`config.mk`:
```
export PLATFORM = sky130hd
export DESIGN_NAME = gamepad_report_to_rc_channels
export DESIGN_NICKNAME = d
export VERILOG_FILES = /design/src/rtl/gprc_pkg.sv /design/src/rtl/gprc_axis_div.sv /design/src/rtl/gamepad_report_to_rc_channels.sv
export SDC_FILE = /design/constraint.sdc
export NUM_CORES = 2
export LEC_CHECK = 0
export ABC_CLOCK_PERIOD_IN_PS = 9200
export BUFFER_PORTS_ARGS = -buffer_cell sky130_fd_sc_hd__buf_2
export CORE_ASPECT_RATIO = 1.4
export CORE_MARGIN = 10
export CORE_UTILIZATION = 50
export CTS_CLUSTER_SIZE = 28
export DETAILED_ROUTE_END_ITERATION = 16
export PLACE_DENSITY = 0.7
export SYNTH_ARGS = -nofsm -noshare
export SYNTH_HDL_FRONTEND = slang
export SYNTH_SLANG_ARGS = --single-unit
```
`constraint.sdc`:
```
create_clock -name clk -period 9.2 [get_ports clk]
set_input_delay 0.46 -clock clk [delete_from_list [all_inputs] [get_ports clk]]
set_output_delay 0.46 -clock clk [all_outputs]
set_load 0.01 [all_outputs]
```
`src/rtl/gprc_pkg.sv`:
```
`default_nettype none
// ----------------------------------------------------------------------------
// gprc_pkg
// Shared types and constants for the gamepad report to RC channel block.
// ----------------------------------------------------------------------------
package gprc_pkg;

	localparam int REPORT_BYTES = 7;
	localparam int AXES         = 4;
	localparam int BUTTONS      = 12;
	localparam int WIDTH_BITS   = 12;
	localparam int PROD_BITS    = 20;

	typedef logic [7:0]            byte_t;
	typedef logic [WIDTH_BITS-1:0] width_t;
	typedef logic [PROD_BITS-1:0]  prod_t;
	typedef logic [BUTTONS-1:0]    buttons_t;

	// configuration register indexes
	localparam logic [0:0] CFG_PPM_LOW = 1'b0;
	localparam logic [0:0] CFG_PPM_MAX = 1'b1;

	localparam width_t PPM_LOW_RST = 12'd1000;
	localparam width_t PPM_MAX_RST = 12'd2000;
	localparam width_t AUX_RST     = 12'd1000;

	localparam byte_t REPORT_RST = 8'h0D;
	localparam byte_t HAT_RST    = 8'hDE;

	localparam logic [3:0] HAT_DOWN = 4'd6;
	localparam logic [3:0] HAT_UP   = 4'd2;
	localparam logic [13:0] HAT_STEP = 14'd300;

	localparam width_t POS_1550 = 12'd1550;
	localparam width_t POS_1900 = 12'd1900;
	localparam width_t POS_2100 = 12'd2100;

endpackage : gprc_pkg
`default_nettype wire

```
`src/rtl/gprc_axis_div.sv`:
```
`default_nettype none
// ----------------------------------------------------------------------------
// gprc_axis_div
// Divides an axis product by 255 (truncating toward zero) and offsets it by
// the low channel bound.
// ----------------------------------------------------------------------------
module gprc_axis_div (
	input  var gprc_pkg::prod_t  prod,
	input  var logic             neg,
	input  var gprc_pkg::width_t ppm_low,
	output var gprc_pkg::width_t width
);
	import gprc_pkg::*;

	logic [27:0] recip;
	width_t      q0;
	logic [20:0] q0_x255;
	logic [20:0] rem;
	width_t      quot;

	// prod * 257 / 65536 is prod / 255 or one less
	assign recip   = {prod, 8'h00} + {8'h00, prod};
	assign q0      = recip[27:16];
	assign q0_x255 = {1'b0, q0, 8'h00} - {9'h000, q0};
	assign rem     = {1'b0, prod} - q0_x255;
	assign quot    = (rem >= 21'd255) ? q0 + 12'd1 : q0;
	assign width   = neg ? ppm_low - quot : ppm_low + quot;

endmodule : gprc_axis_div
`default_nettype wire

```
`src/rtl/gamepad_report_to_rc_channels.sv`:
```
`default_nettype none
// ----------------------------------------------------------------------------
// gamepad_report_to_rc_channels
// Turns 7-byte gamepad reports into eight RC pulse-width channels.
// ----------------------------------------------------------------------------
// One report item is taken per cycle while rpt_stall is low and gives one
// channel item. The first stage registers the report and four axis-by-span
// products; the second stage divides by 255, compares against the kept report
// and applies hat and button updates to the channel registers, which drive
// the channel outputs directly. The user must write ppm_low and ppm_max through
// the cfg port only while no item is in flight; the block does not enforce it.
// ----------------------------------------------------------------------------
module gamepad_report_to_rc_channels (
	input  var logic             clk,
	input  var logic             arst_n,
	input  var logic             cfg_valid,
	output var logic             cfg_ready,
	input  var logic [0:0]       cfg_index,
	input  var gprc_pkg::width_t cfg_data,
	input  var logic             rpt_valid,
	output var logic             rpt_stall,
	input  var gprc_pkg::byte_t  byte_a,
	input  var gprc_pkg::byte_t  byte_b,
	input  var gprc_pkg::byte_t  byte_c,
	input  var gprc_pkg::byte_t  byte_d,
	input  var gprc_pkg::byte_t  byte_e,
	input  var gprc_pkg::byte_t  byte_f,
	input  var gprc_pkg::byte_t  byte_g,
	output var logic             chan_valid,
	input  var logic             chan_stall,
	output var gprc_pkg::width_t pitch_width,
	output var gprc_pkg::width_t roll_width,
	output var gprc_pkg::width_t yaw_width,
	output var gprc_pkg::width_t throttle_width,
	output var gprc_pkg::width_t aux_one_width,
	output var gprc_pkg::width_t aux_two_width,
	output var gprc_pkg::width_t aux_three_width,
	output var gprc_pkg::width_t aux_four_width
);
	import gprc_pkg::*;

	width_t   ppm_low_q;
	width_t   ppm_max_q;
	logic     span_neg;
	width_t   span_mag;

	byte_t    rpt_in [REPORT_BYTES];
	logic     valid_s1;
	byte_t    rpt_s1 [REPORT_BYTES];
	prod_t    prod_s1 [AXES];

	logic     out_valid_q;
	byte_t    last_report_q [REPORT_BYTES];
	byte_t    last_hat_q;
	buttons_t last_buttons_q;
	width_t   axis_q [AXES];
	width_t   aux_one_q;
	width_t   aux_two_q;
	width_t   aux_three_q;

	logic     ld_s1;
	logic     adv_s2;
	logic     changed;
	width_t   axis_new [AXES];
	logic [3:0] hat;
	logic     hat_changed;
	logic [13:0] hat_dn;
	logic [13:0] hat_up;
	width_t   aux_three_hat;
	buttons_t buttons;
	buttons_t pressed;
	width_t   aux_one_nxt;
	width_t   aux_two_nxt;
	width_t   aux_three_nxt;

	// config
	assign cfg_ready = 1'b1;

	always_ff @(posedge clk or negedge arst_n) begin
		if (!arst_n) begin
			ppm_low_q <= PPM_LOW_RST;
			ppm_max_q <= PPM_MAX_RST;
		end else if (cfg_valid && cfg_ready) begin
			case (cfg_index)
				CFG_PPM_LOW: ppm_low_q <= cfg_data;
				CFG_PPM_MAX: ppm_max_q <= cfg_data;
				default: ;
			endcase
		end
	end

	assign span_neg = ppm_max_q < ppm_low_q;
	assign span_mag = span_neg ? ppm_low_q - ppm_max_q : ppm_max_q - ppm_low_q;

	// handshake
	assign adv_s2     = valid_s1 && (!out_valid_q || !chan_stall);
	assign rpt_stall  = valid_s1 && !adv_s2;
	assign ld_s1      = rpt_valid && !rpt_stall;
	assign chan_valid = out_valid_q;

	assign rpt_in[0] = byte_a;
	assign rpt_in[1] = byte_b;
	assign rpt_in[2] = byte_c;
	assign rpt_in[3] = byte_d;
	assign rpt_in[4] = byte_e;
	assign rpt_in[5] = byte_f;
	assign rpt_in[6] = byte_g;

	// stage 1: report and axis products
	always_ff @(posedge clk or negedge arst_n) begin
		if (!arst_n) begin
			valid_s1 <= 1'b0;
		end else if (ld_s1) begin
			valid_s1 <= 1'b1;
		end else if (adv_s2) begin
			valid_s1 <= 1'b0;
		end
	end

	always_ff @(posedge clk) begin
		if (ld_s1) begin
			for (int i = 0; i < REPORT_BYTES; i++) begin
				rpt_s1[i] <= rpt_in[i];
			end
			for (int i = 0; i < AXES; i++) begin
				prod_s1[i] <= prod_t'(rpt_in[3+i]) * prod_t'(span_mag);
			end
		end
	end

	// stage 2: divide, compare and update channels
	for (genvar g = 0; g < AXES; g++) begin : g_axis
		gprc_axis_div u_div (
			.prod    (prod_s1[g]),
			.neg     (span_neg),
			.ppm_low (ppm_low_q),
			.width   (axis_new[g])
		);
	end

	always_comb begin
		changed = 1'b0;
		for (int i = 0; i < REPORT_BYTES; i++) begin
			if (rpt_s1[i] != last_report_q[i]) begin
				changed = 1'b1;
			end
		end
	end

	assign hat         = rpt_s1[2][3:0];
	assign hat_changed = {4'h0, hat} != last_hat_q;
	assign hat_dn      = {2'b00, aux_three_q} - HAT_STEP;
	assign hat_up      = {2'b00, aux_three_q} + HAT_STEP;

	always_comb begin
		aux_three_hat = aux_three_q;
		if (hat_changed) begin
			if (hat == HAT_DOWN) begin
				if ($signed(hat_dn) < $signed({2'b00, ppm_low_q})) begin
					aux_three_hat = ppm_low_q;
				end else begin
					aux_three_hat = hat_dn[11:0];
				end
			end else if (hat == HAT_UP) begin
				if (hat_up > {2'b00, ppm_max_q}) begin
					aux_three_hat = ppm_max_q;
				end else begin
					aux_three_hat = hat_up[11:0];
				end
			end
		end
	end

	assign buttons = {rpt_s1[1][3:0], rpt_s1[0]};
	assign pressed = buttons & ~last_buttons_q;

	// higher-numbered buttons win
	always_comb begin
		aux_one_nxt   = aux_one_q;
		aux_two_nxt   = aux_two_q;
		aux_three_nxt = aux_three_hat;
		if (pressed[11]) begin
			aux_two_nxt = POS_2100;
		end else if (pressed[3]) begin
			aux_two_nxt = POS_1550;
		end else if (pressed[2]) begin
			aux_two_nxt = POS_1900;
		end else if (pressed[0]) begin
			aux_two_nxt = ppm_low_q;
		end
		if (pressed[5]) begin
			aux_one_nxt = ppm_max_q;
		end else if (pressed[4]) begin
			aux_one_nxt = ppm_low_q;
		end
		if (pressed[1]) begin
			aux_three_nxt = POS_2100;
		end
	end

	always_ff @(posedge clk or negedge arst_n) begin
		if (!arst_n) begin
			out_valid_q <= 1'b0;
		end else if (adv_s2) begin
			out_valid_q <= 1'b1;
		end else if (!chan_stall) begin
			out_valid_q <= 1'b0;
		end
	end

	always_ff @(posedge clk or negedge arst_n) begin
		if (!arst_n) begin
			for (int i = 0; i < REPORT_BYTES; i++) begin
				last_report_q[i] <= REPORT_RST;
			end
			for (int i = 0; i < AXES; i++) begin
				axis_q[i] <= '0;
			end
			last_hat_q     <= HAT_RST;
			last_buttons_q <= '0;
			aux_one_q      <= AUX_RST;
			aux_two_q      <= AUX_RST;
			aux_three_q    <= AUX_RST;
		end else if (adv_s2) begin
			if (changed) begin
				for (int i = 0; i < REPORT_BYTES; i++) begin
					last_report_q[i] <= rpt_s1[i];
				end
				for (int i = 0; i < AXES; i++) begin
					axis_q[i] <= axis_new[i];
				end
			end
			last_hat_q     <= {4'h0, hat};
			last_buttons_q <= buttons;
			aux_one_q      <= aux_one_nxt;
			aux_two_q      <= aux_two_nxt;
			aux_three_q    <= aux_three_nxt;
		end
	end

	assign pitch_width     = axis_q[0];
	assign roll_width      = axis_q[1];
	assign yaw_width       = axis_q[2];
	assign throttle_width  = axis_q[3];
	assign aux_one_width   = aux_one_q;
	assign aux_two_width   = aux_two_q;
	assign aux_three_width = aux_three_q;
	assign aux_four_width  = AUX_RST;

endmodule : gamepad_report_to_rc_channels
`default_nettype wire

```
[Yosys cells after proc, flatten, opt, wreduce, memory -nomap -nowiden]
Memory sizes are Yosys's and may differ from the RTL's.
Cells that the tools add are included.
Word-level totals
  input bits: 74
  memory bits (writable): 136
  memories: 2
  logic and storage cells: 128
  register bits after elaboration: 185
  output and inout port bits: 99
Operators by class
  $lt $le $gt $ge: 7
  add/subtract/negate cells: 28
  reductions and logical operators: 19
  bitwise operators: 3
  muxes and demuxes: 34
  $mul: 4
  equality and inequality tests: 11
Memory list
  prod_s1: words 4, bits a word 20, read ports 4, clocked after Yosys merged registers in 0, wr ports 4, RTL line gamepad_report_to_rc_channels.sv:50  | prod_t prod_s1 [AXES];
  rpt_s1: words 7, bits a word 8, read ports 7, clocked after Yosys merged registers in 0, wr ports 7, RTL line gamepad_report_to_rc_channels.sv:49  | byte_t rpt_s1 [REPORT_BYTES];
Operators with widths (count)
  $mux 12: 21
  $add 28x20->28: 4
  $ge 21x8->1 const B: 4
  $sub 20x12->21: 4
  $sub 20x21->21: 4
  $mul 8x12->20: 4
  $sub 12x12->12: 6
  $ne 8x8->1: 7
  $add 12x1->12 const B: 4
  $add 12x12->12: 4
  $add 12x9->13 const B: 1
  $gt 13x12->1: 1
  $lt 13x13->1: 1
  $mux 1: 13
  $sub 12x9->13 const B: 1
  $and 12x12->12: 1
  $lt 12x12->1: 1
  $not 12->12: 1
  $reduce_and 2->1: 5
  $ne 4x7->1: 1
  $reduce_bool 2->1: 3
  $eq 4x2->1 const B: 1
  $eq 4x3->1 const B: 1
  $logic_not 1->1: 4
  other kinds (7): 9

[Longest topological paths before layout]
An unclocked memory read counts as a cell.
  word-level depth: 10
  depth in mapped cells: 45

[Hierarchy]
Synthesis repeated with hierarchy kept, for this count alone.
Second synthesis, totals
  cells, all modules: 4320
  area, all modules: 39235.1 um^2
Modules (own cells, without submodules)
  gamepad_report_to_rc_channels: times used 1, area an instance 26339.0 um^2, cells each 2478
  gprc_axis_div at g_axis[0].u_div ...: times used 3, area an instance 3230.6 um^2, cells each 464
  gprc_axis_div at g_axis[3].u_div: times used 1, area an instance 3204.3 um^2, cells each 450

[Worst setup path after synthesis]
Ideal clock, no wire load.
  path type: reg2reg
  start point: mem prod_s1[3][14] (netlist name)
  end point: reg axis_q, in the netlist throttle_width[11]
  arrival time: 9.119 ns
  stages on the path, launching flop included: 45
  setup time: 0.130 ns
  path slack: -0.049 ns
  required time: 9.070 ns
  path through: edfxtp_1 -> ha_1 -> a41o_1 -> a21oi_1 -> a21oi_1 -> a2111oi_0 -> o21bai_1 -> a21o_1 -> and3_1 -> and3_1 -> and2_1 -> ha_1 -> clkbuf_1 -> inv_1 -> fa_1 -> inv_1 -> ha_1 -> buf_6 -> [... 9 more ...] -> inv_1 -> ha_1 -> nor2_1 -> a21oi_1 -> ha_1 -> a21o_1 -> a21oi_1 -> o21bai_1 -> a21oi_1 -> o21bai_1 -> a21oi_1 -> o21ai_0 -> a21o_1 -> a21oi_1 -> xnor2_1 -> xnor2_1 -> xnor2_1 -> o21ai_1
RTL lines
  start, declared: RTL line gamepad_report_to_rc_channels.sv:50
  end signal, assigned by index: RTL line gamepad_report_to_rc_channels.sv:230  | axis_q[i] <= axis_new[i];
  end, declared: RTL line gamepad_report_to_rc_channels.sv:56  | width_t axis_q [AXES];

==> run summary <==
Status = complete, no violations
CP endpoint = throttle_width[10]
Most numerous cell in the Yosys netlist = inv_1
Asr flop ratio synth = 56.7%
Largest net degree at the start of global routing = 70
Sequential area share after synthesis = 23.3%
Setup Total Neg Slack = 0 ps
Synth top cells by count = 525 x inv_1, 451 x ha_1, 437 x nand2_1
DRC viols = 0
GR Overflow Total = 0
Vias after detailed routing = 29600
Critical R2R Launch = prod_s1[3][5]
Dominant cells by area after synthesis = ha_1 15%, fa_1 14%, edfxtp_1 11%
Vias in the first global route = 29900
Synth unique cells = 87
Core Rows = 118
Final HPWL DP = 78.1 mm
H-tree depth = 2
Initial Util = 50.2%
Final Wtd Congestion = 0.950
Worst r2r path cells = 41
Hold Crit Class = in2reg
Worst slew pin tran = 1100 ps
Core Box Area = 73700 um^2
CP max stage delay = 520 ps
Reg2Reg Setup Slack = 510 ps
RSZ-0062 raised after global routing = false
Synthesized area per cell = 9.04 um^2
Setup ws final = 510 ps
Synth Flop Type = edfxtp_1
Share of cells above drive strength 1 = 14.0%
Largest register FFs = 80
Clock edge transition at the registers on the reported setup and hold paths = 70 ps
Die area = 85500 um^2
Max Slew Vio Count = 0
Setup Skew = 41.3 ps
Setup-failing EPs final = 0
Type of the worst setup path = reg2reg
CTS tree = done
CP startpoint = prod_s1[3][5]
Final-stage net count = 5056
#FFs+latches synth = 314
Max Freq = 0.115 GHz
Worst setup SP type = flip-flop
Iteration-0 DRC count of the detailed router = 1862
Reg with most FFs = prod_s1
Io pins = 173
Drt first pass iters = 5
Maxcap violations = 0
Clock Path Buffers = 3
Port-buffer cells = 159
Pre-CTS WS = -192 ps
Period utilization = 94.5%
All-layer global routing usage = 22.6%
Sink Count = 314
Most used cell, CP = a21oi_1
Synthesized area = 37000 um^2
First-pass GRT wire length = 158 mm
Clock Latency Late Sink = 580 ps
Post-synth top area share = 15.2%
Endpoints failing hold = 0
Die height = 342 um
Vias per cell = 5.64
Max FO, Critical Path = 9
Tmin final = 8690 ps
Antenna violations before repair = 4
WP data arrival = 9090 ps
WL/cell = 18.7 um
Post-DRT Antenna Nets = 0
Post-synthesis cell count = 4094
Root buf cell = clkbuf_16
Biggest regs = prod_s1 (80), last_report_q (56), rpt_s1 (56)
Crit. End Element = flip-flop
Post-Route WL = 98.5 mm
Chip width = 250 um
Worst reg2reg endpoint = throttle_width[10]
Total CTS buffers = 35
WP data required = 9600 ps
CP max stage cell = or4_1
Yosys warning count = 0
Relative slew slack = 25.7%
Number of synthesized flops with an enable pin = 136
Area growth from synthesis to layout = 11.2%
Cell taking the most area after synthesis = ha_1
## worst min-delay path by stage
stage	to	start	cells after the start	slack [ps]
2_1_floorplan	aux_one_width[0]	arst_n	0	160
3_3_place_gp	last_hat_q[1]	last_hat_q[1]	2	450
3_5_place_dp	pitch_width[9]	arst_n	1	450
4_1_cts	rpt_s1[2][6]	byte_c[6]	1	30
5_1_grt	rpt_s1[1][0]	byte_b[0]	1	50
6_report	rpt_s1[1][4]	byte_b[4]	1	60
## critical path, delay by kind of cell (launching register included)
family | cells | cell delay (ps)
adders and majority gates | 6 | 2120
xor gates and xnor gates | 3 | 460
and+or+nand+nor | 9 | 1850
AOI/OAI and AO/OA | 18 | 3190
buffers and inverters | 5 | 510
DFF | 1 | 400
## logic make-up (layout without fill, tap and decap cells)
family	count (synthesis)	count (layout)	synth area share, %
AOI/OAI and AO/OA	724	724	12.6
xor gates and xnor gates	359	359	8.49
adders and majority gates	713	713	29.4
buffers and inverters	697	888	7.26
DFF	314	314	23.3
muxes	122	122	3.60
other	2	14	0.0203
and+or+nand+nor	1163	1163	15.4
## per-layer routing
metal  up-vias  part of all wire, %  track usage, %
met3       210                  5.0            3.12
met1     14500                   43            28.4
met4         6                  3.9            8.30
met5         -                0.042               0
met2       833                   48            39.1
li1      14100                    -               -
## timing repair
item,CTS,global route
pin swaps,1,33
setup endpoints to repair,2,18
cloned,0,0
resized for setup,5,80
hold endpoints to repair,43,0
hold buffers,1,0
buffers inserted,2,14
## cells in the final DEF (no fill, tap or decap), drive strengths merged, types with 18 or more instances in the layout
cell and count:
mux2i 32, nand2 437, o21bai 30, inv 531, nor2 178, xnor2 253
buf 297, o31ai 18, and3 28, a21boi 25, mux2 90, nand3 65
a21o 83, a211oi 18, o21ai 181, nor4 29, clkbuf 49, a21oi 210
dfstp 55, nand2b 33, nand4 42, xor2 106, ha 451, o21a 22
nor3 48, fa 262, edfxtp 136, dfrtp 123, nor2b 56, and2 183
## layout make-up
class / count / area, um^2
Fill cell: 6609 / 32500
Multi-Input combinational cell: 3094 / 26200
Sequential cell: 314 / 8610
Inverter: 525 / 1970
Timing Repair Buffer: 299 / 1960
Tap cell: 960 / 1200
Clock buffer: 48 / 987
Clock inverter: 16 / 203
Antenna cell: 1 / 2.50
## per-stage QoR
stage,area [um^2],instances,util [%],hold WS [ps]
detailed placement,39500,5175,53.6,450
finish,41200,5257,55.9,62.2
CTS,40700,5242,55.3,32.9
floorplan,37100,4105,-,164
global placement,39500,5175,53.6,446
global route,41200,5256,55.9,46.1
Power is left out: the tool's default activity adds up to more than one toggle a clock period on the data nets, which glitch-free logic cannot reach.
